--- src/rtl/wmsp_pkg.sv ---
package wmsp_pkg;

    localparam int MAX_RADIUS_DEF = 64;

    localparam int STR_W    = 31;
    localparam int HOPS_W   = 16;
    localparam int RADIUS_W = 7;
    localparam int CFG_IDX_W = 1;

    localparam logic [HOPS_W-1:0] HOPS_MAX = '1;

    localparam logic [CFG_IDX_W-1:0] REG_RADIUS = 1'b0;
    localparam logic [CFG_IDX_W-1:0] REG_START  = 1'b1;

    typedef enum logic [2:0] {
        ST_IDLE,
        ST_OPEN,
        ST_SCAN,
        ST_WRITE,
        ST_EMIT
    } state_t;

    typedef struct packed {
        logic [HOPS_W-1:0] hops;
        logic [STR_W-1:0]  strength;
    } entry_t;

endpackage

--- src/rtl/windowed_max_strength_path_top.sv ---
// Windowed max-strength path.
// Input stream (s_*): one transaction per island, defense in s_tdata, s_tlast on
// the target island that ends a run. Result stream (m_*): one transaction per
// run, issued after the target item: safe flag in m_tuser, hops and remaining
// strength in m_tdata.
// Config port: cfg_wr_en/cfg_index/cfg_wdata; index 0 is radius, 1 is the start
// strength. Write only while idle.
// Each island scans the n most recent window entries, n = min(radius,
// MAX_RADIUS, islands seen in the run); the first item of a run first stores
// the home island. m_tvalid rises from the output register once the scan for
// the target item is done. The window sits in a single-port ring memory and
// the n entries are read one per cycle into the shared compare/subtract unit.
// s_tready is high only between items. A finished result waits in the output
// register while the next run streams in; if it is still not taken when the
// next target item is done, the block holds until m_tready.
// Reset clears the control state; the window needs no clearing pass because
// entries from before a run start are masked by a fill count.
module windowed_max_strength_path_top #(
    parameter int MAX_RADIUS = wmsp_pkg::MAX_RADIUS_DEF
) (
    input  logic                          aclk,
    input  logic                          aresetn,

    input  logic                          cfg_wr_en,
    input  logic [wmsp_pkg::CFG_IDX_W-1:0] cfg_index,
    input  logic [wmsp_pkg::STR_W-1:0]    cfg_wdata,

    input  logic                          s_tvalid,
    output logic                          s_tready,
    input  logic [31:0]                   s_tdata,   // [30:0] defense
    input  logic                          s_tlast,   // last

    output logic                          m_tvalid,
    input  logic                          m_tready,
    output logic [47:0]                   m_tdata,   // [15:0] hops, [46:16] remaining
    output logic                          m_tuser    // safe
);

    localparam int SLOT_W = (MAX_RADIUS > 1) ? $clog2(MAX_RADIUS) : 1;
    localparam int CNT_A  = $clog2(MAX_RADIUS + 1);
    localparam int CNT_W  = (CNT_A > wmsp_pkg::RADIUS_W) ? CNT_A : wmsp_pkg::RADIUS_W;
    localparam logic [SLOT_W-1:0] SLOT_LAST = SLOT_W'(MAX_RADIUS - 1);
    localparam logic [SLOT_W-1:0] SLOT_ONE  = SLOT_W'(1 % MAX_RADIUS);
    localparam logic [CNT_W-1:0]  CNT_MAX   = CNT_W'(MAX_RADIUS);

    wmsp_pkg::state_t state_reg, state_next;

    logic [wmsp_pkg::RADIUS_W-1:0] radius_reg;
    logic [wmsp_pkg::STR_W-1:0]    start_reg;

    logic                          run_open_reg, run_open_next;
    logic [SLOT_W-1:0]             wslot_reg, wslot_next;
    logic [CNT_W-1:0]              fill_reg, fill_next;
    logic [SLOT_W-1:0]             raddr_reg, raddr_next;
    logic [CNT_W-1:0]              cnt_reg, cnt_next;
    logic                          rd_vld_reg, rd_vld_next;
    logic [wmsp_pkg::STR_W-1:0]    def_reg, def_next;
    logic                          last_reg, last_next;
    logic [wmsp_pkg::STR_W-1:0]    best_reg, best_next;
    logic [wmsp_pkg::HOPS_W-1:0]   bpath_reg, bpath_next;

    logic                          out_vld_reg, out_vld_next;
    logic                          safe_reg, safe_next;
    logic [wmsp_pkg::HOPS_W-1:0]   hops_reg, hops_next;
    logic [wmsp_pkg::STR_W-1:0]    rem_reg, rem_next;

    wmsp_pkg::entry_t              mem [MAX_RADIUS];
    wmsp_pkg::entry_t              rd_data;
    wmsp_pkg::entry_t              wr_data;
    logic [SLOT_W-1:0]             wr_addr;
    logic                          wr_en;
    logic                          rd_en;

    logic [CNT_W-1:0]              rsat;
    logic [CNT_W-1:0]              scan_len;
    logic                          take;
    logic                          s_acc;
    logic                          out_free;
    logic [wmsp_pkg::STR_W-1:0]    new_str;

    function automatic logic [SLOT_W-1:0] slot_dec(input logic [SLOT_W-1:0] x);
        slot_dec = (x == '0) ? SLOT_LAST : x - SLOT_W'(1);
    endfunction

    function automatic logic [SLOT_W-1:0] slot_inc(input logic [SLOT_W-1:0] x);
        slot_inc = (x == SLOT_LAST) ? '0 : x + SLOT_W'(1);
    endfunction

    assign s_tready = (state_reg == wmsp_pkg::ST_IDLE);
    assign s_acc    = s_tvalid & s_tready;
    assign out_free = ~out_vld_reg | m_tready;

    assign m_tvalid = out_vld_reg;
    assign m_tdata  = {1'b0, rem_reg, hops_reg};
    assign m_tuser  = safe_reg;

    // scan length
    always_comb begin
        rsat     = (CNT_W'(radius_reg) > CNT_MAX) ? CNT_MAX : CNT_W'(radius_reg);
        scan_len = (rsat < fill_reg) ? rsat : fill_reg;
    end

    // shared compare unit
    always_comb begin
        take = rd_vld_reg && (rd_data.strength != '0) &&
               ((rd_data.strength > best_reg) ||
                ((rd_data.strength == best_reg) && (rd_data.hops < bpath_reg)));
        new_str = (best_reg > def_reg) ? best_reg - def_reg : '0;
    end

    // next state
    always_comb begin
        state_next = state_reg;
        unique case (state_reg)
            wmsp_pkg::ST_IDLE: begin
                if (s_acc) begin
                    state_next = run_open_reg ? wmsp_pkg::ST_SCAN : wmsp_pkg::ST_OPEN;
                end
            end
            wmsp_pkg::ST_OPEN: state_next = wmsp_pkg::ST_SCAN;
            wmsp_pkg::ST_SCAN: begin
                if (cnt_reg == scan_len) begin
                    state_next = last_reg ? wmsp_pkg::ST_EMIT : wmsp_pkg::ST_WRITE;
                end
            end
            wmsp_pkg::ST_WRITE: state_next = wmsp_pkg::ST_IDLE;
            wmsp_pkg::ST_EMIT: begin
                if (out_free) begin
                    state_next = wmsp_pkg::ST_IDLE;
                end
            end
            default: state_next = wmsp_pkg::ST_IDLE;
        endcase
    end

    // datapath and outputs
    always_comb begin
        run_open_next = run_open_reg;
        wslot_next    = wslot_reg;
        fill_next     = fill_reg;
        raddr_next    = raddr_reg;
        cnt_next      = cnt_reg;
        rd_vld_next   = 1'b0;
        def_next      = def_reg;
        last_next     = last_reg;
        best_next     = take ? rd_data.strength : best_reg;
        bpath_next    = take ? rd_data.hops : bpath_reg;
        out_vld_next  = out_vld_reg & ~m_tready;
        safe_next     = safe_reg;
        hops_next     = hops_reg;
        rem_next      = rem_reg;
        wr_en         = 1'b0;
        wr_addr       = wslot_reg;
        wr_data       = '0;
        rd_en         = 1'b0;

        unique case (state_reg)
            wmsp_pkg::ST_IDLE: begin
                if (s_acc) begin
                    def_next   = s_tdata[wmsp_pkg::STR_W-1:0];
                    last_next  = s_tlast;
                    cnt_next   = '0;
                    best_next  = '0;
                    bpath_next = wmsp_pkg::HOPS_MAX;
                    raddr_next = slot_dec(wslot_reg);
                end
            end
            wmsp_pkg::ST_OPEN: begin
                wr_en            = 1'b1;
                wr_addr          = '0;
                wr_data.strength = start_reg;
                wr_data.hops     = '0;
                wslot_next       = SLOT_ONE;
                fill_next        = CNT_W'(1);
                run_open_next    = 1'b1;
                raddr_next       = slot_dec(SLOT_ONE);
            end
            wmsp_pkg::ST_SCAN: begin
                if (cnt_reg != scan_len) begin
                    rd_en       = 1'b1;
                    rd_vld_next = 1'b1;
                    cnt_next    = cnt_reg + CNT_W'(1);
                    raddr_next  = slot_dec(raddr_reg);
                end
            end
            wmsp_pkg::ST_WRITE: begin
                wr_en            = 1'b1;
                wr_data.strength = new_str;
                if (new_str == '0) begin
                    wr_data.hops = '0;
                end else if (bpath_reg == wmsp_pkg::HOPS_MAX) begin
                    wr_data.hops = wmsp_pkg::HOPS_MAX;
                end else begin
                    wr_data.hops = bpath_reg + wmsp_pkg::HOPS_W'(1);
                end
                wslot_next = slot_inc(wslot_reg);
                fill_next  = (fill_reg == CNT_MAX) ? fill_reg : fill_reg + CNT_W'(1);
            end
            wmsp_pkg::ST_EMIT: begin
                if (out_free) begin
                    out_vld_next  = 1'b1;
                    run_open_next = 1'b0;
                    safe_next     = (best_reg == '0);
                    if (best_reg == '0) begin
                        hops_next = '0;
                    end else if (bpath_reg ==
                                 wmsp_pkg::HOPS_MAX - wmsp_pkg::HOPS_W'(1)) begin
                        hops_next = wmsp_pkg::HOPS_MAX;
                    end else begin
                        hops_next = bpath_reg;
                    end
                    rem_next      = best_reg;
                end
            end
            default: ;
        endcase
    end

    // window ring memory
    always_ff @(posedge aclk) begin
        if (wr_en) begin
            mem[wr_addr] <= wr_data;
        end
        if (rd_en) begin
            rd_data <= mem[raddr_reg];
        end
    end

    always_ff @(posedge aclk) begin
        if (!aresetn) begin
            state_reg    <= wmsp_pkg::ST_IDLE;
            radius_reg   <= wmsp_pkg::RADIUS_W'(1);
            start_reg    <= '0;
            run_open_reg <= 1'b0;
            wslot_reg    <= '0;
            fill_reg     <= '0;
            rd_vld_reg   <= 1'b0;
            out_vld_reg  <= 1'b0;
        end else begin
            state_reg    <= state_next;
            run_open_reg <= run_open_next;
            wslot_reg    <= wslot_next;
            fill_reg     <= fill_next;
            rd_vld_reg   <= rd_vld_next;
            out_vld_reg  <= out_vld_next;
            if (cfg_wr_en) begin
                if (cfg_index == wmsp_pkg::REG_RADIUS) begin
                    radius_reg <= cfg_wdata[wmsp_pkg::RADIUS_W-1:0];
                end else if (cfg_index == wmsp_pkg::REG_START) begin
                    start_reg <= cfg_wdata;
                end
            end
        end
    end

    always_ff @(posedge aclk) begin
        raddr_reg <= raddr_next;
        cnt_reg   <= cnt_next;
        def_reg   <= def_next;
        last_reg  <= last_next;
        best_reg  <= best_next;
        bpath_reg <= bpath_next;
        safe_reg  <= safe_next;
        hops_reg  <= hops_next;
        rem_reg   <= rem_next;
    end

endmodule
--- config.mk ---
export PLATFORM = sky130hd
export DESIGN_NAME = windowed_max_strength_path_top
export DESIGN_NICKNAME = d
export VERILOG_FILES = /design/src/rtl/wmsp_pkg.sv /design/src/rtl/windowed_max_strength_path_top.sv
export SDC_FILE = /design/constraint.sdc
export NUM_CORES = 2
export LEC_CHECK = 0
export ABC_AREA = 1
export BUFFER_PORTS_ARGS = -buffer_cell sky130_fd_sc_hd__clkbuf_2
export CAP_MARGIN = 15
export CORE_ASPECT_RATIO = 1.25
export CORE_MARGIN = 2
export CORE_UTILIZATION = 34
export CTS_BUF_LIST = sky130_fd_sc_hd__clkbuf_2 sky130_fd_sc_hd__clkbuf_4 sky130_fd_sc_hd__clkbuf_8
export DETAILED_ROUTE_END_ITERATION = 10
export SYNTH_ARGS = -nofsm -noshare
export SYNTH_HDL_FRONTEND = slang
export SYNTH_SLANG_ARGS = --single-unit
--- constraint.sdc ---
create_clock -name aclk -period 8.3 [get_ports aclk]
set_clock_uncertainty 0.15 [all_clocks]
set_input_delay 0.83 -clock aclk [delete_from_list [all_inputs] [get_ports aclk]]
set_output_delay 0.83 -clock aclk [all_outputs]
set_load 0.01 [all_outputs]
Word level (Yosys, flattened, before mapping):

Memory sizes are Yosys's and may differ from the RTL's. A register that Yosys moved wholly into a read port is not among the register bits.
Cells that the tools add are included.

* memories kept: 1
* flip-flop bits (word level): 197
* bits in writable memories: 3008
* input bits: 70

* $lt $le $gt $ge: 5
* muxes and demuxes: 41
* reduce and logical (&&, ||, !) cells: 24
* $add $sub $neg: 7
* eq/ne operators: 16
* bitwise logic cells: 6

Memory list
* mem: depth 64, width 47, rd ports 1, clocked after Yosys merged registers in 1, write ports 1, RTL line windowed_max_strength_path_top.sv:67 `wmsp_pkg::entry_t mem [MAX_RADIUS];`

Operators with widths (count)
* two-way mux 31 bit: 4
* two-way mux 16 bit: 6
* case mux 47 bit (2 select lines): 1
* greater-than comparator 31 bit: 2
* zero test 31 bit: 2
* two-way mux 6 bit: 6
* two-way mux 7 bit: 5
* == test 16 bit (second input constant): 2
* == test 31 bit: 1
* nonzero test 31 bit: 1
* subtractor 31 bit: 1
* case mux 7 bit (2 select lines): 2
* case mux 6 bit (3 select lines): 1
* adder 16 x 1 -> 16 bit (second input constant): 1
* less-than comparator 16 bit: 1
* adder 7 x 1 -> 7 bit (second input constant): 2
* zero test 6 bit: 2
* two-way mux 3 bit: 4
* case mux 3 bit (4 select lines): 1
* case mux 6 bit (2 select lines): 1
* AND reduction 2 bit: 6
* subtractor 6 x 1 -> 6 bit (second input constant): 2
* AND reduction 3 bit: 3
* two-way mux 1 bit: 8
* other kinds (23): 34

Depth between registers and ports, before layout:

* word-level depth: 7
* mapped depth: 20
* gate-level depth less buffers: 19

Worst setup path before layout:

Ideal clock, no wire load.

* kind: reg2reg
* start: register state_reg[0]
* end: memory mem[34][0] (netlist name) (enable)
* path slack: 1.724 ns
* clock period less this slack: 6.576 ns
* data arrival time: 5.857 ns
* buffers on the path: 1
* data required time: 7.581 ns
* stages on the path, launching flop included: 8
* path through: dfxtp_1 inv_1 nor2_4 clkinv_1 nor2_1 clkbuf_1 nand3_1 nor4_1

* cells in the longest elaborated chain, start to end: 5
* elaborated cells between the ends (all ways): 7
* those cells by class: eq/ne (2); mux (4); reduce/logical (1)

RTL lines
* start, declared: RTL line windowed_max_strength_path_top.sv:46 `wmsp_pkg::state_t state_reg, state_next;`
* start signal, assigned: RTL line windowed_max_strength_path_top.sv:231 `state_reg <= wmsp_pkg::ST_IDLE;`
* start signal, assigned: RTL line windowed_max_strength_path_top.sv:240 `state_reg <= state_next;`
* == test 3 x 2 -> 1 bit / == test 3 x 1 -> 1 bit (equally long branches): RTL line windowed_max_strength_path_top.sv:157 `unique case (state_reg)`
* OR reduction 2 bit (no source line)
* two-way mux 1 bit: RTL line windowed_max_strength_path_top.sv:157
* two-way mux 1 bit: RTL line windowed_max_strength_path_top.sv:221 `if (wr_en) begin`
* two-way mux 1 bit (not written as such): RTL line windowed_max_strength_path_top.sv:222 `mem[wr_addr] <= wr_data;`
* end, declared: RTL line windowed_max_strength_path_top.sv:67

Parallel ways exist; a longest one is shown, timed or not.

Worst setup path after layout:

* start: register state_reg[0]
* end: memory mem[50][36] (netlist name) (enable)

The elaborated chain is that of the path after synthesis.

==> flow_metrics.tcl <==
set metrics [dict create \
    ant_nets 0 \
    netlist_instances 10160 \
    yosys.area_share.simple 0.09298 \
    ir_drop_v 0.0004767 \
    routed_via_density 5.470 \
    cts_tree "done" \
    cts_root_buffer "clkbuf_8" \
    hold_viol_final 0 \
    async_reset_ff_frac 0 \
    post_drt_wl_per_cell_um 24.92 \
    end_kind "register" \
    syn-cell-area_um2 130300 \
    yosysSeqAreaShare 0.7416 \
    vias 86690 \
    ys_top_cells_by_area "edfxtp_1 73%, o21ai_0 6.1%, nor2_1 5.2%, o22ai_1 2.1%, o221ai_1 2.1%" \
    p_sw_frac 0.3836 \
    grt_setup_unrepaired "no" \
    grt_max_degree 185 \
    power_frac_seq 0.399 \
    synth_cell_types 56 \
    synth_compound_area_frac 0.1266 \
    synth_nets 10320 \
    p_per_area_nw_per_um2 325.7 \
    reg2reg_to "mem[50][36]" \
    design.core.area_um2 382000 \
    start_kind "register" \
    ioPinCount 121 \
    synth-edff-count 3148 \
    critical_path_peak_fanout 35 \
    top_register "mem" \
    synth_area_per_cell_um2 12.83 \
    gr-total-overflow 0 \
    synth_top_flop_cell "edfxtp_1" \
    hold_depth 4 \
    fin_nets 10500 \
    clk_pin_slew_ns 0.06 \
    place_ws_ns 2.573 \
    start_util 0.3410 \
    regToRegSetupSlack_ns 2.44 \
    multi_input_area_um2 30680 \
    min_to "radius_reg[0]" \
    drtIter0Drc 9350 \
    max_clock_freq_mhz 170.5 \
    layout_commonest_cell "edfxtp_1" \
    worst_slew_pin_slew_ns 1.243 \
    nFillCells 36210 \
    final_cell_mix "3148 x edfxtp_1, 1752 x nor2_1, 1580 x o21ai_0" \
    antenna_found_initial 13 \
    largest_reg_flops 3008 \
    yosys.area.top_type "edfxtp_1" \
    die_h_um 696.1 \
    area_growth_pct 13.04 \
    leakagePower_nw 48.44 \
    synth_mux_area_frac 0 \
    cts_resized 0 \
    critPathKind "reg2reg" \
    gp_congestion 0.9072 \
    timing.rr.start "state_reg[0]" \
    dr.pass1.iters 6 \
    synth_seq_cells 3252 \
    finalSetupViolCount 0 \
    die_w_um 557.7 \
    post-route-drc-count 0 \
    internal-power_mw 29.56 \
    grt_pass1_vias 81530 \
    setup_tns_ns 0 \
    setup_ws_ns 2.436 \
    wl_um 395000 \
    status "finished, final reports clean" \
    fin_crit_sh 0.7065 \
    hp-class "in2reg" \
    slew_headroom 0.1710 \
    ff2ff_path_depth 9 \
    ff_latch_area_um2 96610 \
    synth.top_cell.area_share 0.7256 \
    crit_arrival_ns 6.38 \
    slew_viol_final 0 \
    synthXorXnorAreaFrac 0.0008740 \
    cap_violations 0 \
    dp_hpwl_um 205900 \
    track_usage 0.1960 \
    netSwitchingPower_mw 18.40 \
    reg.largest.list "mem (3008), rd_data (47)" \
    grt_first_pass_wirelength_um 560100 \
    tritoncts.num_buffers 465 \
    synthAdderAreaFrac 0.009085 \
    cts_buffer_depth 4 \
    worstPathRequired_ns 8.82 \
    clock_latency_ns 1.10 \
    h-tree-depth 5 \
    clkSinkCount 3252 \
    synth_top_family_by_area "compound AO/OA/AOI/OAI gates" \
    drive_above_1_share 0.1150 \
    row_count 254 \
    yosys_warnings 0 \
    p_clk_frac 0.261 \
    period_needed_ns 5.864 \
    worst_hold_startpoint "cfg_index" \
    die-area_um2 388200 \
    portBuffers 118 \
    comb_power_share 0.340 \
]
worst max-delay path by stage:
| stage | from | endpoint | slack (ns) | depth (start not counted) |
|---|---|---|---|---|
| finish | state_reg[0] | mem[50][36] | 2.44 | 9 |
| global route | state_reg[0] | mem[50][36] | 2.33 | 9 |
| CTS | state_reg[0] | mem[50][43] | 2.61 | 9 |
| detailed placement | state_reg[0] | mem[50][38] | 2.57 | 9 |
| global placement | state_reg[0] | mem[50][44] | 2.67 | 9 |
| floorplan | state_reg[0] | mem[34][0] | 1.72 | 7 |
timing repair:
item                                   4_1_cts  5_1_grt
buffers inserted                             0        0
hold buffers                                64        0
endpoints found under the hold margin       71        0
worst max-delay path, cell delays in order (launching register included):
cell and delay [ns]:
dfxtp_1 0.33, inv_1 0.07, nor2_4 0.24, clkinv_1 0.45, nor2_4 0.85, clkinv_1 0.67
nand2_1 0.32, nand3_1 0.67, nor2_4 0.77, buf_4 0.91
cells in the mapped netlist (5+ instances only):
| cell | count |
|---|---|
| inv_2 | 8 |
| nand3b_1 | 5 |
| o221ai_1 | 311 |
| nor2_2 | 5 |
| clkbuf_1 | 597 |
| xor2_1 | 9 |
| edfxtp_1 | 3148 |
| o22ai_1 | 443 |
| nand3_1 | 378 |
| ha_1 | 93 |
| a31oi_1 | 50 |
| a32o_1 | 63 |
| dfxtp_1 | 104 |
| o21ai_0 | 1592 |
| nor4_1 | 21 |
| a21oi_1 | 264 |
| nor2_4 | 16 |
| nand4_1 | 29 |
| nor3_1 | 19 |
| nor2_1 | 1820 |
| nand2_2 | 13 |
| nand2_1 | 675 |
| inv_1 | 283 |
| buf_2 | 46 |
| o21ai_1 | 5 |
| buf_1 | 35 |
| o211ai_1 | 70 |
layout make-up:
class / count / share of cell area
antenna: 7 / 0.0001189
sequential: 3252 / 0.6560
clock inverter: 222 / 0.009074
multi-input combinational: 5926 / 0.2083
tap: 5120 / 0.04350
clock buffer: 631 / 0.05268
timing repair buffer: 395 / 0.02250
inverter: 296 / 0.007748
cell families (layout without fill, tap and decap cells):
| group | after synthesis | after routing |
|---|---|---|
| DFF | 3252 | 3252 |
| and+or+nand+nor | 2995 | 2995 |
| AOI/OAI and AO/OA | 2823 | 2823 |
| buffers and inverters | 978 | 1544 |
| adders and majority gates | 94 | 94 |
| xor gates and xnor gates | 13 | 13 |
| other | 1 | 8 |
layer usage:
layer | routed length (um) | vias up | track usage | share of wire
li1 | - | 38290 | - | -
met5 | 48 | - | 0 | 0.00012
met1 | 152000 | 43510 | 0.2440 | 0.38
met2 | 194700 | 4010 | 0.3378 | 0.49
met4 | 16610 | 6 | 0.08031 | 0.042
met3 | 31620 | 879 | 0.03099 | 0.080
power groups by stage:
| stage | sequential, mW | combinational [mW] | clock [mW] |
|---|---|---|---|
| floorplan | 19.3 | 10.3 | 0 |
| global placement | 19.4 | 15.9 | 0 |
| detailed placement | 19.5 | 16.0 | 0 |
| CTS | 19.1 | 16.1 | 12.7 |
| global route | 19.1 | 17.6 | 13.3 |
| finish | 19.1 | 16.3 | 12.5 |
stage by stage:
| stage | area (um2) | cells | util | hold WS [ns] | total power, mW |
|---|---|---|---|---|---|
| after global placement | 137300 | 14920 | 0.3595 | 0.3167 | 35.37 |
| after floorplan | 130300 | 10160 | - | 0.2792 | 29.61 |
| final | 147300 | 15850 | 0.3855 | 0.09391 | 47.96 |
| after CTS | 147100 | 15830 | 0.3850 | 0.01920 | 47.90 |
| after detailed placement | 137300 | 14920 | 0.3595 | 0.3167 | 35.49 |
| after global routing | 147300 | 15850 | 0.3855 | 0.07720 | 50.09 |
No activity file was read; power rests on OpenSTA's default activity.
